## src/ggli_pkg.sv

```systemverilog
`timescale 1ns / 1ps
`default_nettype none

package ggli_pkg;

    // Number of color channels built by default.
    localparam int NUM_COLORS_DEF = 3;

    // Anchor table size and queue depth between the front and back parts.
    localparam int ANCHOR_COUNT = 9;
    localparam int FIFO_DEPTH   = 2;

    // The segment quotient is found one bit per cycle over the 32-bit difference.
    localparam int DIV_STEPS = 32;

    // Result status codes.
    localparam logic [1:0] STATUS_OK         = 2'd0;
    localparam logic [1:0] STATUS_ANCHOR_BAD = 2'd1;
    localparam logic [1:0] STATUS_REF_BAD    = 2'd2;

    // One input request.
    typedef struct packed {
        logic [1:0]         color;
        logic [3:0]         anchor_number;
        logic signed [31:0] anchor_voltage;
    } t_in_item;

    // One result.
    typedef struct packed {
        logic [7:0]         gray_level;
        logic [1:0]         out_color;
        logic signed [31:0] level_voltage;
        logic [1:0]         status;
        logic               last;
    } t_out_item;

    // Classified request handed from the front to the back.
    typedef struct packed {
        logic [1:0]         color;
        logic [3:0]         anchor_number;
        logic signed [31:0] low;
        logic [31:0]        diff;
        logic [1:0]         status;
    } t_cmd;

    // Queue fill status seen by both sides.
    typedef struct packed {
        logic full;
        logic empty;
    } t_fifo_stat;

    // Back-end sequencer states.
    typedef enum logic [2:0] {
        ST_IDLE,
        ST_DIV,
        ST_ADV,
        ST_EMIT,
        ST_ERR
    } t_state;

    // Gray level at which an anchor sits.
    function automatic logic [7:0] anchor_last(input logic [3:0] num);
        logic [7:0] g;
        case (num)
            4'd0:    g = 8'd3;
            4'd1:    g = 8'd11;
            4'd2:    g = 8'd23;
            4'd3:    g = 8'd35;
            4'd4:    g = 8'd51;
            4'd5:    g = 8'd87;
            4'd6:    g = 8'd151;
            4'd7:    g = 8'd203;
            4'd8:    g = 8'd255;
            default: g = 8'd0;
        endcase
        return g;
    endfunction

    // Gray level of the previous anchor, zero below the first one.
    function automatic logic [7:0] anchor_first(input logic [3:0] num);
        logic [7:0] g;
        case (num)
            4'd0:    g = 8'd0;
            4'd1:    g = 8'd3;
            4'd2:    g = 8'd11;
            4'd3:    g = 8'd23;
            4'd4:    g = 8'd35;
            4'd5:    g = 8'd51;
            4'd6:    g = 8'd87;
            4'd7:    g = 8'd151;
            4'd8:    g = 8'd203;
            default: g = 8'd0;
        endcase
        return g;
    endfunction

endpackage

`default_nettype wire

```

## src/gamma_gray_level_interpolator.sv

```systemverilog
// Gray-level voltage interpolator.
// Input channel (i_in_valid / o_in_stall / i_in_item): one anchor voltage per
// request, taken at a clock edge with valid high and stall low. Requests with
// an anchor number above 8 or an unbuilt color are dropped without a result.
// Output channel (o_out_valid / i_out_stall / o_out_result): the gray-level
// voltages of the segment ending at that anchor, in rising gray order, with
// last set on the final one. A request that fails its check gives a single
// result carrying the error status.
// Configuration channel (i_cfg_valid / o_cfg_ready / i_cfg_data): writes the
// reference voltage; ready is always high. Write only while the block is idle.
// Flow: a valid anchor passes through the queue, the divider (difference over
// segment span) and a setup step (none for anchor 0), then gives one result
// per cycle while the receiver does not stall. An error request goes from the
// queue straight to its single result. The back end handles one request at a
// time and takes the next one from the queue once it is back in idle, after
// it has loaded the last result into the output register.
// Reset clears the reference, the anchor history, the queue and the output
// valid flag. While the receiver stalls, a held result stays and the sequencer
// waits to load the next; once the two-entry queue fills, o_in_stall rises.
`timescale 1ns / 1ps
`default_nettype none

module gamma_gray_level_interpolator #(
    parameter int NUM_COLORS = ggli_pkg::NUM_COLORS_DEF
) (
    input  wire                  i_clk,
    input  wire                  i_rst_n,
    input  wire                  i_cfg_valid,
    output logic                 o_cfg_ready,
    input  wire  [31:0]          i_cfg_data,
    input  wire                  i_in_valid,
    output logic                 o_in_stall,
    input  ggli_pkg::t_in_item   i_in_item,
    output logic                 o_out_valid,
    input  wire                  i_out_stall,
    output ggli_pkg::t_out_item  o_out_result
);

    logic                 w_push;
    logic                 w_pop;
    ggli_pkg::t_cmd       w_push_cmd;
    ggli_pkg::t_cmd       w_pop_cmd;
    ggli_pkg::t_fifo_stat w_fifo_stat;

    assign o_cfg_ready = 1'b1;
    assign o_in_stall  = w_fifo_stat.full;

    // Front: accepts and classifies requests, keeps the anchor history.
    ggli_front #(
        .NUM_COLORS (NUM_COLORS)
    ) u_front (
        .i_clk       (i_clk),
        .i_rst_n     (i_rst_n),
        .i_cfg_valid (i_cfg_valid),
        .i_cfg_data  (i_cfg_data),
        .i_in_valid  (i_in_valid),
        .i_in_item   (i_in_item),
        .i_fifo_stat (w_fifo_stat),
        .o_push      (w_push),
        .o_cmd       (w_push_cmd)
    );

    // Queue between the front and the back.
    ggli_fifo u_fifo (
        .i_clk   (i_clk),
        .i_rst_n (i_rst_n),
        .i_push  (w_push),
        .i_cmd   (w_push_cmd),
        .i_pop   (w_pop),
        .o_cmd   (w_pop_cmd),
        .o_stat  (w_fifo_stat)
    );

    // Back: divides once per segment and walks the gray levels.
    ggli_back u_back (
        .i_clk       (i_clk),
        .i_rst_n     (i_rst_n),
        .i_cmd       (w_pop_cmd),
        .i_fifo_stat (w_fifo_stat),
        .o_pop       (w_pop),
        .o_valid     (o_out_valid),
        .i_stall     (i_out_stall),
        .o_result    (o_out_result)
    );

    // An error result is always the only, and so the final, result of its request.
    a_err_is_last: assert property (@(posedge i_clk) disable iff (!i_rst_n)
        o_out_valid && (o_out_result.status != ggli_pkg::STATUS_OK) |-> o_out_result.last)
        else $error("error result without last");

    // The front never pushes into a full queue.
    a_no_push_full: assert property (@(posedge i_clk) disable iff (!i_rst_n)
        w_push |-> !w_fifo_stat.full)
        else $error("push into full queue");

    // The queue cannot report full and empty together.
    a_fifo_stat: assert property (@(posedge i_clk) disable iff (!i_rst_n)
        !(w_fifo_stat.full && w_fifo_stat.empty))
        else $error("queue full and empty");

    // Reset leaves no result pending.
    a_reset_idle: assert property (@(posedge i_clk)
        !i_rst_n |=> !o_out_valid)
        else $error("result valid after reset");

endmodule

`default_nettype wire

```

## src/ggli_front.sv

```systemverilog
`timescale 1ns / 1ps
`default_nettype none

module ggli_front #(
    parameter int NUM_COLORS = ggli_pkg::NUM_COLORS_DEF
) (
    input  wire                   i_clk,
    input  wire                   i_rst_n,
    input  wire                   i_cfg_valid,
    input  wire  [31:0]           i_cfg_data,
    input  wire                   i_in_valid,
    input  ggli_pkg::t_in_item    i_in_item,
    input  ggli_pkg::t_fifo_stat  i_fifo_stat,
    output logic                  o_push,
    output ggli_pkg::t_cmd        o_cmd
);

    localparam int IDX_W = (NUM_COLORS > 1) ? $clog2(NUM_COLORS) : 1;

    logic signed [31:0] r_ref;
    logic signed [31:0] r_prev [NUM_COLORS];

    logic               w_accept;
    logic               w_in_range;
    logic [IDX_W-1:0]   w_idx;
    logic signed [31:0] w_high;
    logic [32:0]        w_diff;
    logic [1:0]         w_status;

    // A request is taken whenever the queue has room.
    assign w_accept   = i_in_valid && !i_fifo_stat.full;
    assign w_in_range = (32'(i_in_item.anchor_number) < ggli_pkg::ANCHOR_COUNT) &&
                        (32'(i_in_item.color) < NUM_COLORS);
    assign w_idx      = i_in_item.color[IDX_W-1:0];

    // The top of the segment is the reference for the first anchor, else the
    // last anchor of this color that passed its check.
    always_comb begin
        if (i_in_item.anchor_number == 4'd0) begin
            w_high = r_ref;
        end else begin
            w_high = r_prev[w_idx];
        end
        w_diff = {w_high[31], w_high} - {i_in_item.anchor_voltage[31], i_in_item.anchor_voltage};
        if (r_ref <= 32'sd0) begin
            w_status = ggli_pkg::STATUS_REF_BAD;
        end else if (w_high <= i_in_item.anchor_voltage) begin
            w_status = ggli_pkg::STATUS_ANCHOR_BAD;
        end else begin
            w_status = ggli_pkg::STATUS_OK;
        end
    end

    // Out-of-range requests are dropped here and never reach the queue.
    assign o_push              = w_accept && w_in_range;
    assign o_cmd.color         = i_in_item.color;
    assign o_cmd.anchor_number = i_in_item.anchor_number;
    assign o_cmd.low           = i_in_item.anchor_voltage;
    assign o_cmd.diff          = w_diff[31:0];
    assign o_cmd.status        = w_status;

    // Reference register and per-color anchor history.
    always_ff @(posedge i_clk) begin
        if (!i_rst_n) begin
            r_ref <= '0;
            for (int c = 0; c < NUM_COLORS; c++) begin
                r_prev[c] <= '0;
            end
        end else begin
            if (i_cfg_valid) begin
                r_ref <= i_cfg_data;
            end
            for (int c = 0; c < NUM_COLORS; c++) begin
                if (o_push && (w_status == ggli_pkg::STATUS_OK) &&
                    (32'(i_in_item.color) == c)) begin
                    r_prev[c] <= i_in_item.anchor_voltage;
                end
            end
        end
    end

endmodule

`default_nettype wire

```

## src/ggli_fifo.sv

```systemverilog
`timescale 1ns / 1ps
`default_nettype none

module ggli_fifo (
    input  wire                   i_clk,
    input  wire                   i_rst_n,
    input  wire                   i_push,
    input  ggli_pkg::t_cmd        i_cmd,
    input  wire                   i_pop,
    output ggli_pkg::t_cmd        o_cmd,
    output ggli_pkg::t_fifo_stat  o_stat
);

    localparam int DEPTH = ggli_pkg::FIFO_DEPTH;
    localparam int PTR_W = (DEPTH > 1) ? $clog2(DEPTH) : 1;
    localparam int CNT_W = $clog2(DEPTH + 1);

    ggli_pkg::t_cmd   r_mem [DEPTH];
    logic [PTR_W-1:0] r_wr_ptr;
    logic [PTR_W-1:0] r_rd_ptr;
    logic [CNT_W-1:0] r_count;

    logic w_do_push;
    logic w_do_pop;

    assign o_stat.full  = (r_count == CNT_W'(DEPTH));
    assign o_stat.empty = (r_count == '0);
    assign w_do_push    = i_push && !o_stat.full;
    assign w_do_pop     = i_pop && !o_stat.empty;
    assign o_cmd        = r_mem[r_rd_ptr];

    // Pointer wrap at the queue depth.
    function automatic logic [PTR_W-1:0] ptr_inc(input logic [PTR_W-1:0] p);
        logic [PTR_W-1:0] n;
        if (32'(p) == DEPTH - 1) begin
            n = '0;
        end else begin
            n = p + PTR_W'(1);
        end
        return n;
    endfunction

    // Pointers and fill count.
    always_ff @(posedge i_clk) begin
        if (!i_rst_n) begin
            r_wr_ptr <= '0;
            r_rd_ptr <= '0;
            r_count  <= '0;
        end else begin
            if (w_do_push) begin
                r_wr_ptr <= ptr_inc(r_wr_ptr);
            end
            if (w_do_pop) begin
                r_rd_ptr <= ptr_inc(r_rd_ptr);
            end
            if (w_do_push && !w_do_pop) begin
                r_count <= r_count + CNT_W'(1);
            end else if (w_do_pop && !w_do_push) begin
                r_count <= r_count - CNT_W'(1);
            end
        end
    end

    // Entry storage.
    always_ff @(posedge i_clk) begin
        if (w_do_push) begin
            r_mem[r_wr_ptr] <= i_cmd;
        end
    end

endmodule

`default_nettype wire

```

## src/ggli_back.sv

```systemverilog
`timescale 1ns / 1ps
`default_nettype none

module ggli_back (
    input  wire                   i_clk,
    input  wire                   i_rst_n,
    input  ggli_pkg::t_cmd        i_cmd,
    input  ggli_pkg::t_fifo_stat  i_fifo_stat,
    output logic                  o_pop,
    output logic                  o_valid,
    input  wire                   i_stall,
    output ggli_pkg::t_out_item   o_result
);

    localparam int CNT_W = $clog2(ggli_pkg::DIV_STEPS);

    ggli_pkg::t_state    r_state, n_state;
    ggli_pkg::t_cmd      r_cmd, n_cmd;
    logic [31:0]         r_dq, n_dq;
    logic [6:0]          r_rem, n_rem;
    logic [CNT_W-1:0]    r_cnt, n_cnt;
    logic [31:0]         r_q, n_q;
    logic [6:0]          r_r, n_r;
    logic [7:0]          r_gray, n_gray;
    logic                r_out_valid, n_out_valid;
    ggli_pkg::t_out_item r_out, n_out;

    logic [7:0]  w_last_g;
    logic [7:0]  w_first_g;
    logic [7:0]  w_span8;
    logic [6:0]  w_span;
    logic        w_slot_free;
    logic [6:0]  w_partial;
    logic        w_ge;
    logic [7:0]  w_rdiff;
    logic [6:0]  w_step_r;
    logic [31:0] w_step_q;

    assign w_last_g    = ggli_pkg::anchor_last(r_cmd.anchor_number);
    assign w_first_g   = ggli_pkg::anchor_first(r_cmd.anchor_number);
    assign w_span8     = w_last_g - w_first_g;
    assign w_span      = w_span8[6:0];
    assign w_slot_free = !r_out_valid || !i_stall;

    // One restoring division step of the difference by the segment span.
    assign w_partial = {r_rem[5:0], r_dq[31]};
    assign w_ge      = (w_partial >= w_span);

    // Moving one gray level up removes diff/span from the running quotient:
    // subtract the whole part and the remainder, borrowing one on underflow.
    always_comb begin
        w_rdiff = {1'b0, r_r} - {1'b0, r_rem};
        if (w_rdiff[7]) begin
            w_step_r = w_rdiff[6:0] + w_span;
            w_step_q = r_q - r_dq - 32'd1;
        end else begin
            w_step_r = w_rdiff[6:0];
            w_step_q = r_q - r_dq;
        end
    end

    // Sequencer: next state, datapath updates and result loading.
    always_comb begin
        n_state     = r_state;
        n_cmd       = r_cmd;
        n_dq        = r_dq;
        n_rem       = r_rem;
        n_cnt       = r_cnt;
        n_q         = r_q;
        n_r         = r_r;
        n_gray      = r_gray;
        n_out_valid = r_out_valid && i_stall;
        n_out       = r_out;
        o_pop       = 1'b0;
        case (r_state)
            ggli_pkg::ST_IDLE: begin
                if (!i_fifo_stat.empty) begin
                    o_pop = 1'b1;
                    n_cmd = i_cmd;
                    n_dq  = i_cmd.diff;
                    n_rem = '0;
                    n_cnt = '0;
                    if (i_cmd.status != ggli_pkg::STATUS_OK) begin
                        n_state = ggli_pkg::ST_ERR;
                    end else begin
                        n_state = ggli_pkg::ST_DIV;
                    end
                end
            end
            ggli_pkg::ST_DIV: begin
                n_rem = w_ge ? (w_partial - w_span) : w_partial;
                n_dq  = {r_dq[30:0], w_ge};
                n_cnt = r_cnt + CNT_W'(1);
                if (r_cnt == CNT_W'(ggli_pkg::DIV_STEPS - 1)) begin
                    // Start at the segment top, where the quotient is the full difference.
                    n_q    = r_cmd.diff;
                    n_r    = '0;
                    n_gray = w_first_g;
                    if (r_cmd.anchor_number == 4'd0) begin
                        n_state = ggli_pkg::ST_EMIT;
                    end else begin
                        n_state = ggli_pkg::ST_ADV;
                    end
                end
            end
            ggli_pkg::ST_ADV: begin
                // The previous anchor's own level is not part of this segment.
                n_q     = w_step_q;
                n_r     = w_step_r;
                n_gray  = r_gray + 8'd1;
                n_state = ggli_pkg::ST_EMIT;
            end
            ggli_pkg::ST_EMIT: begin
                if (w_slot_free) begin
                    n_out_valid         = 1'b1;
                    n_out.gray_level    = r_gray;
                    n_out.out_color     = r_cmd.color;
                    n_out.level_voltage = r_cmd.low + r_q;
                    n_out.status        = ggli_pkg::STATUS_OK;
                    n_out.last          = (r_gray == w_last_g);
                    n_q                 = w_step_q;
                    n_r                 = w_step_r;
                    n_gray              = r_gray + 8'd1;
                    if (r_gray == w_last_g) begin
                        n_state = ggli_pkg::ST_IDLE;
                    end
                end
            end
            ggli_pkg::ST_ERR: begin
                if (w_slot_free) begin
                    n_out_valid         = 1'b1;
                    n_out.gray_level    = w_last_g;
                    n_out.out_color     = r_cmd.color;
                    n_out.level_voltage = '0;
                    n_out.status        = r_cmd.status;
                    n_out.last          = 1'b1;
                    n_state             = ggli_pkg::ST_IDLE;
                end
            end
            default: begin
                n_state = ggli_pkg::ST_IDLE;
            end
        endcase
    end

    // Control state.
    always_ff @(posedge i_clk) begin
        if (!i_rst_n) begin
            r_state     <= ggli_pkg::ST_IDLE;
            r_out_valid <= 1'b0;
        end else begin
            r_state     <= n_state;
            r_out_valid <= n_out_valid;
        end
    end

    // Datapath registers.
    always_ff @(posedge i_clk) begin
        r_cmd  <= n_cmd;
        r_dq   <= n_dq;
        r_rem  <= n_rem;
        r_cnt  <= n_cnt;
        r_q    <= n_q;
        r_r    <= n_r;
        r_gray <= n_gray;
        r_out  <= n_out;
    end

    assign o_valid  = r_out_valid;
    assign o_result = r_out;

endmodule

`default_nettype wire

```

## config.mk

```make
export PLATFORM = sky130hd
export DESIGN_NAME = gamma_gray_level_interpolator
export DESIGN_NICKNAME = d
export VERILOG_FILES = /design/src/ggli_pkg.sv /design/src/gamma_gray_level_interpolator.sv /design/src/ggli_front.sv /design/src/ggli_fifo.sv /design/src/ggli_back.sv
export SDC_FILE = /design/constraint.sdc
export NUM_CORES = 1
export LEC_CHECK = 0
export BUFFER_PORTS_ARGS = -buffer_cell sky130_fd_sc_hd__buf_2
export CAP_MARGIN = 20
export CELL_PAD_IN_SITES_DETAIL_PLACEMENT = 1
export CELL_PAD_IN_SITES_GLOBAL_PLACEMENT = 1
export CORE_MARGIN = 2
export CORE_UTILIZATION = 47
export DETAILED_ROUTE_END_ITERATION = 7
export PLACE_DENSITY_LB_ADDON = 0.1
export SKIP_LAST_GASP = 1
export SYNTH_ARGS = -nofsm -noshare
export SYNTH_HDL_FRONTEND = slang
export SYNTH_SLANG_ARGS = --single-unit
```

## constraint.sdc

```tcl
create_clock -name i_clk -period 12.2 [get_ports i_clk]
set_clock_uncertainty 0.05 [all_clocks]
set_input_delay 1.22 -clock i_clk [delete_from_list [all_inputs] [get_ports i_clk]]
set_output_delay 1.22 -clock i_clk [all_outputs]
set_load 0.01 [all_outputs]
```

==> summary.md <==
| Metric | Value |
|---|---|
| Final worst slack | 6330 ps |
| Via density | 5.71 |
| Core Area | 56100 sq um |
| Post-Synth Adder-Cell Area | 6.63% |
| Die Y | 242 um |
| Root Driver | clkbuf_16 |
| Remaining antenna violation count after routing | 0 |
| Synth Area in Compound Gates | 11.3% |
| Worst hold stages | 0 |
| Post-CTS Setup Repair Bufs | 0 |
| Final core occ | 53.2% |
| Hold buffer count at cts | 0 |
| Area grow syn2layout | 12.4% |
| Status | complete, no violations |
| R2r setup slk | 7390 ps |
| Synth area leader | edfxtp_1 |
| Largest family of logic cells by synthesized area | simple AND/OR/NAND/NOR gates |
| Vias in the first global route | 19200 |
| Resized cells post-CTS | 0 |
| Initial antenna violation count | 0 |
| Pre-antenna DRT Iters | 5 |
| Io pins | 123 |
| Top-area cell type share of the netlist area | 50.7% |
| DIE WIDTH | 242 um |
| DR iter-0 viols | 1068 |
| Syn Inst Count | 2314 |
| Crit path DAT | 6090 ps |
| Worst-Margin Slew | 1140 ps |
| Post-synthesis simple-gate area fraction | 12.6% |
| Fin crit period | 5870 ps |
| Share of cells above drive strength 1 | 15.5% |
| CTS H-Tree Depth | 2 |
| Endpoints failing hold | 0 |
| Min-Delay Path Class | reg2reg |
| Crit-path max FO | 37 |
| Slew HR | 23.6% |
| RSZ-0062 raised after global routing | no |
| Vias | 18400 |
| Dpl hpwl | 51000 um |
| Clock transition at path regs | 60 ps |
| EDFF count, synth | 448 |
| Worst EP required | 12420 ps |
| DP Worst Slack | 5720 ps |
| XOR/XNOR Fraction of Synth Area | 3.70% |
| Initial Util | 47.3% |
| Congestion Overflow GR | 0 |
| Final net count | 2633 |
| Worst-case reg-to-reg path depth | 19 |
| FMAX | 0.170 GHz |
| Top FF cell, synth | edfxtp_1 |
| Crit end category | flop |
| Hold path start | u_back.r_cmd[71] |
| Power Density | 243 nW/um^2 |
| Max-Cap Viols | 0 |
| Netlist cell types | 80 |
| Largest buffer count on any clock path | 3 |
| Total CTS buffers | 53 |
| Worst skew pair latency | 610 ps |
| Critical path class | in2reg |
| RR Endpoint | u_front.r_prev[0][31] |
| Antenna diodes | 0 |
| R2R Path Start | u_front.r_prev[1][0] |
| Final setup fails | 0 |
| Fin Setup TNS | 0 ps |
| Top post-synthesis cells by area | edfxtp_1 (51%), ha_1 (6.2%), mux2_2 (4.6%) |
| WL/cell | 21.6 um |
| Total track usage | 23.6% |
| Clk sink count | 503 |
| Synth Register Bits | 503 |
| Hold EP | u_back.o_result[36] |
| Leakage | 0.0116 uW |
| Mux share of post-synthesis cell area | 7.53% |
| VDD IR max | 0.000122 V |
| CP startpoint kind | input port |
| Gpl congestion | 0.897 |
| Number of port buffers | 121 |
| CTS tree | yes |
| Final Max Slew Viols | 0 |
| Largest net degree at the start of global routing | 75 |
| Post-synth ARST share | 0% |
| DRT Wirelength | 69600 um |
| Register area share after synthesis | 54.9% |
| First-pass GRT wire length | 109000 um |
| Die ar. | 58300 sq um |
| Post-route DRC | 0 |
| Post-Synthesis Cell Area | 26500 sq um |
| Crit share post-route | 48.1% |
| Syn nets | 2526 |
| Syn Area/Cell | 11.5 sq um |
| FP Rows | 87 |
| Ys Warns | 0 |
## layer usage
metal  wire length [um]  GRT usage, %  part of all wire, %
met5                  0             0                    0
met4               1790          6.70                  2.6
met3               2470          2.79                  3.5
met2              32300          38.6                   46
met1              33000          33.3                   47
## power by group
| group | switching [uW] | internal (uW) |
|---|---|---|
| Sequential | 167 | 2360 |
| Combinational | 1870 | 1200 |
| Clock | 697 | 950 |
| Total | 2740 | 4510 |
## cell families after synthesis
family                     after synthesis
AOI/OAI and AO/OA                      474
xor gates and xnor gates               112
adders and majority gates              137
buffers and inverters                  228
DFF                                    503
muxes                                  186
other                                    1
and+or+nand+nor                        673
## cell usage in the layout, fill, tap and decap left out, drive strengths merged, types with 5 or more instances in the layout
cell type,Yosys,final
a211oi,14,14
a21boi,6,6
a21o,64,64
a21oi,147,147
a311oi,5,5
a31oi,11,11
and2,22,22
and3,22,22
buf,14,142
clkbuf,76,72
clkinv,0,16
clkinvlp,0,6
dfxtp,55,55
edfxtp,448,448
fa,6,6
ha,131,131
inv,138,143
mux2,108,108
mux2i,78,78
nand2,182,182
nand2b,22,22
nand3,51,51
nand4,24,24
nor2,141,141
nor2b,56,56
nor3,78,78
nor3b,10,10
nor4,21,21
o211ai,11,11
o21a,21,21
o21ai,119,119
o21bai,10,10
o311ai,5,5
o31ai,9,9
or2,5,5
or3,11,11
or4,10,10
xnor2,71,71
xor2,41,41
## stage by stage
| stage | power, uW | hold WS, ps | cells | cell area, sq um |
|---|---|---|---|---|
| 3_5_place_dp | 5600 | 360 | 3121 | 27900 |
| 4_1_cts | 7290 | 374 | 3221 | 29800 |
| 3_3_place_gp | 5480 | 353 | 3121 | 27900 |
| 6_report | 7250 | 367 | 3222 | 29800 |
| 2_1_floorplan | 4750 | 350 | 2314 | 26500 |
| 5_1_grt | 7710 | 388 | 3222 | 29800 |
## worst max-delay path, cell delays in order
cell and delay [ps]:
buf_2 80, buf_4 520, mux2i_1 170, nor2_1 120
a21oi_1 60, nor2_1 110, a21oi_1 60, ha_1 250
fa_1 450, nor2b_1 130, o21ai_0 110, a21boi_0 260
o21ai_0 160, a21oi_1 300, a41o_1 340, a21o_1 210
a211o_1 130, nand2_1 40, buf_4 270, o31ai_4 570
buf_4 440
## worst max-delay path by stage
stage	startpoint	to	slack, ps	depth (start not counted)
after global routing	i_in_item[36]	u_front.r_prev[0][24]	6020	21
after global placement	i_in_item[36]	u_front.r_prev[0][28]	5900	21
after detailed placement	i_in_item[36]	u_front.r_prev[0][28]	5720	21
final	i_in_item[36]	u_front.r_prev[0][31]	6330	21
after floorplan	i_in_item[35]	u_front.r_prev[0][0]	4750	15
after CTS	i_in_item[36]	u_front.r_prev[0][27]	6370	21
## cells in the mapped netlist, types with 11 or more instances
library cell / n
a211oi_1: 13
a21o_1: 64
a21oi_1: 144
a31oi_1: 11
and2_1: 22
and3_1: 22
clkbuf_1: 76
dfxtp_1: 55
edfxtp_1: 448
ha_1: 131
inv_1: 138
mux2_2: 108
mux2i_1: 78
nand2_1: 181
nand2b_1: 22
nand3_1: 51
nand4_1: 24
nor2_1: 141
nor2b_1: 56
nor3_1: 77
nor4_1: 21
o21a_1: 21
o21ai_0: 113
or3_1: 11
xnor2_1: 71
xor2_1: 41
## state kept, by name, summed over array words and instances, names as in the netlist, 2 cells and up, named ones only
name	count
u_front.r_ref	32
u_back.r_cnt	5
u_back.r_dq	32
u_back.w_first_g	7
u_back.r_rem	7
u_back.r_q	32
u_back.r_gray	8
u_back.r_r	7
u_back.r_state	3
u_back.r_cmd	72
u_back.w_last_g	7
u_fifo.r_mem	144
u_fifo.r_count	2
u_back.o_result	45
u_front.r_prev	96
## final cells by class
class / count / area, sq um
Clock inverter: 28 / 225
Sequential cell: 503 / 14600
Tap cell: 756 / 946
Fill cell: 5867 / 26300
Inverter: 138 / 518
Timing Repair Buffer: 142 / 776
Clock buffer: 72 / 1600
Multi-Input combinational cell: 1583 / 11200
Note: power is estimated with default switching activity, not from simulation.
